==> config.mk <==
export PLATFORM = sky130hd
export DESIGN_NAME = radix_digit_converter
export DESIGN_NICKNAME = d
export VERILOG_FILES = /design/src/rtl/rdc_pkg.sv /design/src/rtl/radix_digit_converter.sv
export SDC_FILE = /design/constraint.sdc
export NUM_CORES = 1
export LEC_CHECK = 0
export BUFFER_PORTS_ARGS = -buffer_cell sky130_fd_sc_hd__buf_2
export CAP_MARGIN = 5
export CORE_MARGIN = 2
export CORE_UTILIZATION = 45
export CTS_CLUSTER_DIAMETER = 30
export DETAILED_ROUTE_END_ITERATION = 7
export PLACE_DENSITY = 0.66
export SLEW_MARGIN = 20
export SYNTH_ARGS = -nofsm -noshare
export SYNTH_HDL_FRONTEND = slang
export SYNTH_SLANG_ARGS = --single-unit
export TNS_END_PERCENT = 5
==> constraint.sdc <==
create_clock -name clk -period 13.02 [get_ports clk]
set_input_delay 0.651 -clock clk [delete_from_list [all_inputs] [get_ports clk]]
set_output_delay 0.651 -clock clk [all_outputs]
set_load 0.03 [all_outputs]
==> src/rtl/rdc_pkg.sv <==
// shared types, constants and the symbol lookup for the radix digit converter
`default_nettype none

package rdc_pkg;

	localparam int STEP_BITS = 8;
	localparam int RADIX_W = 5;
	localparam logic [RADIX_W-1:0] RADIX_MIN = 5'd2;
	localparam logic [RADIX_W-1:0] RADIX_MAX = 5'd16;
	localparam logic [RADIX_W-1:0] RADIX_RESET = 5'd10;
	localparam logic REG_RADIX = 1'b0;

	typedef enum logic [1:0] {
		ST_IDLE,
		ST_DIV,
		ST_EMIT
	} rdc_state_t;

	function automatic logic [6:0] symbol_of(input logic [3:0] d);
		logic [6:0] s;
		if (d < 4'd10) begin
			s = 7'h30 + {3'b000, d};
		end else begin
			s = 7'h37 + {3'b000, d};
		end
		return s;
	endfunction

endpackage

`default_nettype wire

==> src/rtl/radix_digit_converter.sv <==
// top level: converts an unsigned number into digits of a configurable radix
//
// usage: radix (2..16) is written over the apb port at byte address 0 while idle.
// a number is taken on start when busy is low. results come out one digit per
// cycle, most significant first, each marked by strobe for one cycle; last marks
// the final digit. the receiver cannot stall, so strobe is never held back.
// the divider consumes STEP_BITS dividend bits per cycle, and one digit takes
// a pass over the whole dividend; a number of n digits is first divided out
// in full, then emitted out of the digit memory, one read per cycle, through
// its registered read port. zero gives one digit.
// a radix outside 2..16 gives a single beat with bad_radix set in the cycle
// after start, and busy never rises.
// busy is high from the cycle after start until the last digit read is issued;
// a new number may be taken while that last beat is shown.
// reset clears control state and sets radix to 10; the digit memory is
// not cleared, since every entry read is written first.
`default_nettype none

module radix_digit_converter
	import rdc_pkg::*;
#(
	parameter int VALUE_BITS = 64,
	parameter int MAX_DIGITS = 64
) (
	input  wire logic        clk,
	input  wire logic        arst_n,
	input  wire logic        psel,
	input  wire logic        penable,
	input  wire logic        pwrite,
	input  wire logic [2:0]  paddr,
	input  wire logic [31:0] pwdata,
	output logic [31:0]      prdata,
	output logic             pready,
	input  wire logic        start,
	input  wire logic [63:0] value,
	output logic             busy,
	output logic             strobe,
	output logic [3:0]       digit,
	output logic [6:0]       symbol,
	output logic             last,
	output logic             bad_radix
);

	localparam int PASSES = (VALUE_BITS + STEP_BITS - 1) / STEP_BITS;
	localparam int QW = PASSES * STEP_BITS;
	localparam int PW = $clog2(PASSES + 1);
	localparam int CW = $clog2(MAX_DIGITS + 1);
	localparam int AW = $clog2(MAX_DIGITS);

	rdc_state_t state_q, state_n;

	logic [RADIX_W-1:0] radix_q;
	logic [QW-1:0]      quot_q;
	logic [3:0]         rem_q;
	logic               nz_q;
	logic [PW-1:0]      pass_q;
	logic [CW-1:0]      cnt_q;
	logic [AW-1:0]      ptr_q;
	logic               strobe_q;
	logic               last_q;
	logic               bad_q;
	logic [3:0]         rd_q;

	logic [3:0] digit_mem [MAX_DIGITS];

	logic                 cfg_wr;
	logic                 accept;
	logic                 radix_ok;
	logic [STEP_BITS-1:0] qbits;
	logic [3:0]           rem_n;
	logic                 nz_n;
	logic                 pass_end;
	logic [CW-1:0]        cnt_n;
	logic                 mem_we;
	logic                 mem_re;
	logic                 emit_end;

	assign pready = 1'b1;
	assign cfg_wr = psel && penable && pwrite && pready;
	assign prdata = (paddr[2] == REG_RADIX) ? {{(32 - RADIX_W){1'b0}}, radix_q} : 32'd0;

	assign accept   = start && !busy;
	assign radix_ok = (radix_q >= RADIX_MIN) && (radix_q <= RADIX_MAX);

	// restoring long division, STEP_BITS dividend bits per cycle
	always_comb begin
		logic [4:0] t;
		logic [3:0] r;
		r = rem_q;
		qbits = '0;
		for (int i = 0; i < STEP_BITS; i++) begin
			t = {r, quot_q[QW-1-i]};
			if (t >= radix_q) begin
				qbits[STEP_BITS-1-i] = 1'b1;
				r = 4'(t - radix_q);
			end else begin
				r = t[3:0];
			end
		end
		rem_n = r;
	end

	assign nz_n     = nz_q || (|qbits);
	assign pass_end = (pass_q == PW'(PASSES - 1));
	assign cnt_n    = (cnt_q < CW'(MAX_DIGITS)) ? cnt_q + 1'b1 : cnt_q;
	assign emit_end = (ptr_q == '0);

	// next state
	always_comb begin
		state_n = state_q;
		case (state_q)
			ST_IDLE: begin
				if (accept && radix_ok) begin
					state_n = ST_DIV;
				end
			end
			ST_DIV: begin
				if (pass_end && !nz_n) begin
					state_n = ST_EMIT;
				end
			end
			ST_EMIT: begin
				if (emit_end) begin
					state_n = ST_IDLE;
				end
			end
			default: begin
				state_n = ST_IDLE;
			end
		endcase
	end

	// control outputs
	always_comb begin
		busy   = 1'b0;
		mem_we = 1'b0;
		mem_re = 1'b0;
		case (state_q)
			ST_IDLE: begin
				busy = 1'b0;
			end
			ST_DIV: begin
				busy   = 1'b1;
				mem_we = pass_end && (cnt_q < CW'(MAX_DIGITS));
			end
			ST_EMIT: begin
				busy   = 1'b1;
				mem_re = 1'b1;
			end
			default: begin
				busy = 1'b0;
			end
		endcase
	end

	always_ff @(posedge clk or negedge arst_n) begin
		if (!arst_n) begin
			state_q  <= ST_IDLE;
			radix_q  <= RADIX_RESET;
			strobe_q <= 1'b0;
			last_q   <= 1'b0;
			bad_q    <= 1'b0;
			pass_q   <= '0;
			cnt_q    <= '0;
			ptr_q    <= '0;
			nz_q     <= 1'b0;
			rem_q    <= '0;
			quot_q   <= '0;
		end else begin
			state_q  <= state_n;
			strobe_q <= 1'b0;
			if (cfg_wr && (paddr[2] == REG_RADIX)) begin
				radix_q <= pwdata[RADIX_W-1:0];
			end
			case (state_q)
				ST_IDLE: begin
					if (accept) begin
						if (radix_ok) begin
							quot_q <= QW'(value[VALUE_BITS-1:0]);
							rem_q  <= '0;
							nz_q   <= 1'b0;
							pass_q <= '0;
							cnt_q  <= '0;
						end else begin
							strobe_q <= 1'b1;
							last_q   <= 1'b1;
							bad_q    <= 1'b1;
						end
					end
				end
				ST_DIV: begin
					quot_q <= QW'(quot_q << STEP_BITS) | QW'(qbits);
					if (pass_end) begin
						cnt_q  <= cnt_n;
						rem_q  <= '0;
						nz_q   <= 1'b0;
						pass_q <= '0;
						ptr_q  <= AW'(cnt_n - 1'b1);
					end else begin
						rem_q  <= rem_n;
						nz_q   <= nz_n;
						pass_q <= pass_q + 1'b1;
					end
				end
				ST_EMIT: begin
					strobe_q <= 1'b1;
					last_q   <= emit_end;
					bad_q    <= 1'b0;
					ptr_q    <= ptr_q - 1'b1;
				end
				default: begin
					strobe_q <= 1'b0;
				end
			endcase
		end
	end

	// digit stack memory, one write and one registered read port
	always_ff @(posedge clk) begin
		if (mem_we) begin
			digit_mem[cnt_q[AW-1:0]] <= rem_n;
		end
		if (mem_re) begin
			rd_q <= digit_mem[ptr_q];
		end
	end

	assign strobe    = strobe_q;
	assign last      = last_q;
	assign bad_radix = bad_q;
	assign digit     = bad_q ? 4'd0 : rd_q;
	assign symbol    = bad_q ? 7'd0 : symbol_of(rd_q);

endmodule

`default_nettype wire

==> metrics, run 1 <==
cts bufs inserted 72; hold buffers post-CTS 0; num rows 71; final-report max-slew violation count 0; cell area after synthesis around 17000 sq um; area taken by flip-flops and latches 10200 sq um; synthesized area divided by synthesized cell count between 10 and 15 sq um; count of input and output buffers between 90 and 100; maximum fanout along the worst path 9; Slowest Stage Delay on Critical Path between 0.5 and 0.6 ns; share of the cycle needed by the critical path after routing 0.920; Synth Warn # 0; Critical Path Slowest Stage Cell dfstp_2; total via count after detailed routing between 10000 and 15000; unrepaired setup endpoints after global routing no; number of maximum-capacitance constraint violations 0; die area roughly 39000 sq um; number of cells on the worst reg-to-reg path 48; element type at the critical path end register; Yosys top cell by area edfxtp_1; Min-Delay Path Class input pin to asynchronous set/reset pin; insertion delay of the later-clocked pin in the worst-skew pair roughly 0.58 ns; Worst Skew just under 0.03 ns; remaining antenna violation count after routing 0; slew at the pin with the worst max-slew slack 1.09 ns; # fillers a little under 3000; total global-route track usage 0.212; gate family responsible for the most delay along the worst path compound AO/OA/AOI/OAI gates; EDFF count, synth 260; total count of hold-check failures in the final report 0; Unique masters post-synth 68; area taken by multi-input logic gates 6250 sq um; fin crit period about 12 ns; die outline width a little under 200 um; sequential cell area fraction in the yosys report 0.601; achievable frequency between 80 and 90 MHz; antenna violations before repair 2; share of synthesized registers carrying an async set or reset 0.270; wire length of the first global-routing pass ~63 mm; TritonCTS clock tree done; biggest area contributors in the synthesized netlist edfxtp_1 46%, dfrtp_1 14%, mux4_2 11%; residual overflow from global routing 0; leading post-synthesis cells by instance count 260 x edfxtp_1, 114 x o22ai_1, 94 x dfrtp_1; fraction of layout cells with a size suffix above 1 0.258; most common cell type on the critical path ha_1; worst endpoint required time ~13 ns; kind of critical path register to register; final sum of negative setup slack 0 ns; result of the run finished clean; core area approximately 37000 sq um; CTS root buffer clkbuf_16; residual DRC count 0; Levels on crit path 48; total wire length after detailed routing 40.9 mm; DIE HEIGHT ~200 um; maximum number of buffers from clock root to sink 3; critical path startpoint category register; area added between synthesis and finish 20.6%; buffers and inverters on the worst path 6; setup-violating endpoint count in the final report 0; count of boundary I/O pins approximately 150; average wire length per cell after detail routing 21.4 um; total setup buffers inserted after CTS 0; Gates resized, CTS repair 0; Cell Area, Placed between 15000 and 20000 sq um; top flip-flop cell by instance count after synthesis edfxtp_1; CTS clock-pin slew for the worst setup and hold paths approximately 0.05 ns; starting utilization of the core area 0.454; fraction of post-synthesis cell area in the top cell type by area 0.460; most repeated cell in the gate-level netlist after synthesis edfxtp_1; post-synthesis cell count ~1200; final-stage net count 1498; pin count of the biggest net entering global routing between 60 and 70; final weighted congestion in routability-driven placement approximately 0.8; dpl hpwl about 25 mm; arrival time at the worst endpoint roughly 12 ns; post-route design area about 20000 sq um; Clock H-tree levels 3; number of DRC markers after the initial detailed-route iteration 893; count of clock tree sinks 356; vias per cell between 5 and 6; Slew Limit Headroom 0.272; vias in the first global route 11196; number of iterations in the first detailed-routing pass 5; FF+latch count, synth about 360
-- cell type report --
cell class	count	share of cell area
antenna	1	0.000122
clock inverter	46	0.0292
multi-input combinational	752	0.305
tap	511	0.0312
clock buffer	87	0.0949
sequential	356	0.499
inverter	44	0.00813
timing repair buffer	112	0.0320
-- flip-flops by register name, summed over array words and instances (netlist names) --
| name | flops |
|---|---|
| pass_q | 4 |
| strobe | 1 |
| ptr_q | 6 |
| quot_q | 64 |
| radix_q | 5 |
| cnt_q | 7 |
| rd_q | 4 |
| bad_radix | 1 |
| nz_q | 1 |
| rem_q | 4 |
| last | 1 |
| state_q | 2 |
| digit_mem | 256 |
-- path summary, 6_finish.rpt --
| kind | from | endpoint | slack [ns] |
|---|---|---|---|
| worst min register to register | quot_q[54] | quot_q[54] | 0.49 |
| worst max register to register | radix_q[3] | state_q[0] | 1.05 |
| worst min-delay path | arst_n | quot_q[16] | 0.13 |
| worst max-delay path | radix_q[3] | state_q[0] | 1.05 |
| max in group asynchronous | arst_n | ptr_q[0] | 11.70 |
| min in group clk | pwdata[4] | radix_q[4] | 0.33 |
-- layer usage --
metal	GRT usage	wire [um]	up-vias
met5	0	26	-
met4	0.0794	1030	4
met3	0.0547	3100	79
met2	0.343	19700	386
met1	0.277	17100	5538
li1	-	-	4954
-- cell usage in the layout, fill, tap and decap left out, drive strengths merged, types with 8 or more instances in the layout --
cell type / count
a21o: 19
a21oi: 88
a22oi: 10
a31oi: 14
and2: 9
buf: 112
bufinv: 11
clkbuf: 87
clkinv: 20
clkinvlp: 11
conb: 28
dfrtp: 94
edfxtp: 260
fa: 8
ha: 47
inv: 48
mux2: 17
mux2i: 16
mux4: 80
nand2: 55
nand3: 9
nor2: 91
nor2b: 16
nor3: 9
o21ai: 30
o22ai: 114
xnor2: 16
xor2: 9
-- per-stage QoR --
stage / setup WS, ns / instances / util / hold slack, ns
finish: 1.05 / 1909 / 0.547 / 0.129
global route: 0.0492 / 1908 / 0.547 / 0.173
detailed placement: 1.10 / 1775 / 0.479 / 0.477
CTS: 1.06 / 1908 / 0.547 / 0.144
global placement: 1.35 / 1775 / 0.479 / 0.470
floorplan: 0.156 / 1248 / - / 0.355
-- logic make-up after synthesis --
family	synth area share
muxes	0.127
AOI/OAI and AO/OA	0.114
buffers and inverters	0.0395
xor gates and xnor gates	0.0129
and+or+nand+nor	0.0612
adders and majority gates	0.0441
other	0.000442
DFF	0.601
Power of run 1 is left out: the tool's default activity adds up to more than one toggle a clock period on the data nets, which glitch-free logic cannot reach.
==> inputs of run 2 (changes only) <==
CAP_MARGIN = 20   (was 5)
CORE_MARGIN = 8   (was 2)
==> run 2 against run 1 <==
Effect of this change:
- worst setup slack gained 0.29 ns
- clock-buffer cell count shrank 10
- worst hold slack gained 0.21 ns
- first-iteration DRC count grew 25%
- design area shrank 0.45%
- via count shrank 0.30%
- flip-flop and latch count is the same
- fmax grew 2.5%
- clock skew grew 0.0022 ns
- critical path depth is the same
==> metrics, run 2 (synthesized netlist as in run 1, its figures left out) <==
fin crit period 11.68 ns (-0.291 ns); total via count after detailed routing 10928 (-0.30%); leading cell types in the layout, fill and taps excluded 260 x edfxtp_1, 114 x o22ai_1, 94 x buf_2; kind of critical path register to register; worst endpoint required time 13.38 ns (-0.08 ns); residual DRC count 0 (unchanged); dpl hpwl 25.3 mm (+1.1%); area added between synthesis and finish 20.0%; vias per cell 5.72 (-0.41%); count of clock tree sinks 356 (unchanged); number of DRC markers after the initial detailed-route iteration 1112 (+25%); share of the cycle needed by the critical path after routing 0.897 (-0.0223); count of boundary I/O pins 153 (unchanged); total global-route track usage 0.179 (-0.0328); arrival time at the worst endpoint 12.04 ns (-0.38 ns); CTS clock-pin slew for the worst setup and hold paths 0.04 ns (about the same); maximum fanout along the worst path 64 (+55); most common cell type on the critical path ha_1; total wire length after detailed routing 39.7 mm (-2.9%); element type at the critical path end register; maximum number of buffers from clock root to sink 3 (unchanged); result of the run finished clean; setup-violating endpoint count in the final report 0 (unchanged); hold buffers post-CTS 1 (+1); final-stage net count 1501 (+0.20%); Min-Delay Path Class input pin to register; starting utilization of the core area 0.454 (unchanged); total setup buffers inserted after CTS 0 (unchanged); DIE HEIGHT 210 um (+6.1%); cts bufs inserted 71 (-1.4%); max FFs per register 256 (unchanged); average wire length per cell after detail routing 20.8 um (-3.0%); die outline width 210 um (+6.1%); most common cell after layout, fill and taps aside edfxtp_1; Slew Limit Headroom 0.277 (+0.00542); total count of hold-check failures in the final report 0 (unchanged); num rows 71 (unchanged); residual overflow from global routing 0 (unchanged); unrepaired setup endpoints after global routing no; wire length of the first global-routing pass 62.8 mm (-0.69%); achievable frequency 85.6 MHz (+2.5%); core area 37400 sq um (unchanged); slew at the pin with the worst max-slew slack 1.08 ns (-0.00427 ns); Gates resized, CTS repair 0 (unchanged); TritonCTS clock tree done; number of maximum-capacitance constraint violations 0 (unchanged); Clock H-tree levels 3 (unchanged); antenna cell count 0 (-1); number of iterations in the first detailed-routing pass 6 (+1); insertion delay of the later-clocked pin in the worst-skew pair 0.58 ns (about the same); Worst Skew 0.0313 ns (+0.00225 ns); pin count of the biggest net entering global routing 72 (+5.9%); final sum of negative setup slack 0 ns (unchanged); fraction of layout cells with a size suffix above 1 0.258 (about the same); final weighted congestion in routability-driven placement 0.815 (+1.8%); CTS root buffer clkbuf_16; critical path startpoint category register; Critical Path Slowest Stage Cell o21ai_1; final-report max-slew violation count 0 (unchanged); Slowest Stage Delay on Critical Path 0.65 ns (+0.12 ns); antenna violations before repair 0 (-2); # fillers 3001 (+1.2%); die area 44200 sq um (+12%); vias in the first global route 11026 (-1.5%); remaining antenna violation count after routing 0 (unchanged); count of input and output buffers 95 (unchanged)
-- run 2: cell count changes in the layout (fill, tap and decap cells not counted), sizes merged --
cell | previous run | this run
dlygate4sd3 | 0 | 1
clkbuf | 87 | 77
diode | 1 | 0
clkinv | 20 | 27
clkinvlp | 11 | 8
buf | 112 | 115
inv | 48 | 58
bufinv | 11 | 6
-- run 2: cell type report --
cell class	instances	area, sq um	share of cell area
Inverter	44	165	0.00810
Timing Repair Buffer	116	701	0.0344
Tap cell	511	639	0.0314
Sequential cell	356	10200	0.501
Clock buffer	77	1810	0.0888
Multi-Input combinational cell	752	6240	0.306
Clock inverter	55	604	0.0297
-- run 2: path summary, 6_finish.rpt --
check	startpoint	endpoint	slack [ns]	cells after the start
max in group asynchronous	arst_n	ptr_q[0]	11.16	3
min reg2reg	quot_q[54]	quot_q[54]	0.49	2
min in group asynchronous	arst_n	quot_q[4]	0.53	2
max reg2reg	radix_q[3]	digit_mem[36][3]	1.34	48
min	pwdata[4]	radix_q[4]	0.33	2
max	radix_q[3]	digit_mem[36][3]	1.34	48
-- run 2: worst max-delay path, delay by kind of cell, from the launching register on --
kind	cells	cell delay (ns)
and+or+nand+nor	6	0.57
buffers and inverters	8	1.09
muxes	4	1.63
DFF	1	0.53
adders and majority gates	8	2.48
AOI/OAI and AO/OA	22	5.14
-- run 2: stage by stage --
step / setup WS (ns) / area [sq um] / utilization / hold WS, ns / instances
after floorplan: 0.156 / 17100 / - / 0.355 / 1248
after global placement: 1.42 / 17900 / 0.480 / 0.467 / 1777
after detailed placement: 1.30 / 17900 / 0.480 / 0.475 / 1777
after CTS: 1.27 / 20400 / 0.544 / 0.318 / 1910
after global routing: 0.313 / 20400 / 0.545 / 0.322 / 1911
final: 1.34 / 20400 / 0.545 / 0.335 / 1911
-- run 2: routing by layer --
| metal | up-vias | track usage | routed length (um) |
|---|---|---|---|
| met1 | 5510 | 0.247 | 17300 |
| met4 | 0 | 0.0471 | 561 |
| met5 | - | 0 | 0 |
| met2 | 401 | 0.285 | 19000 |
| met3 | 47 | 0.0413 | 2840 |
| li1 | 4970 | - | - |
Power of run 2 is left out for the same reason.
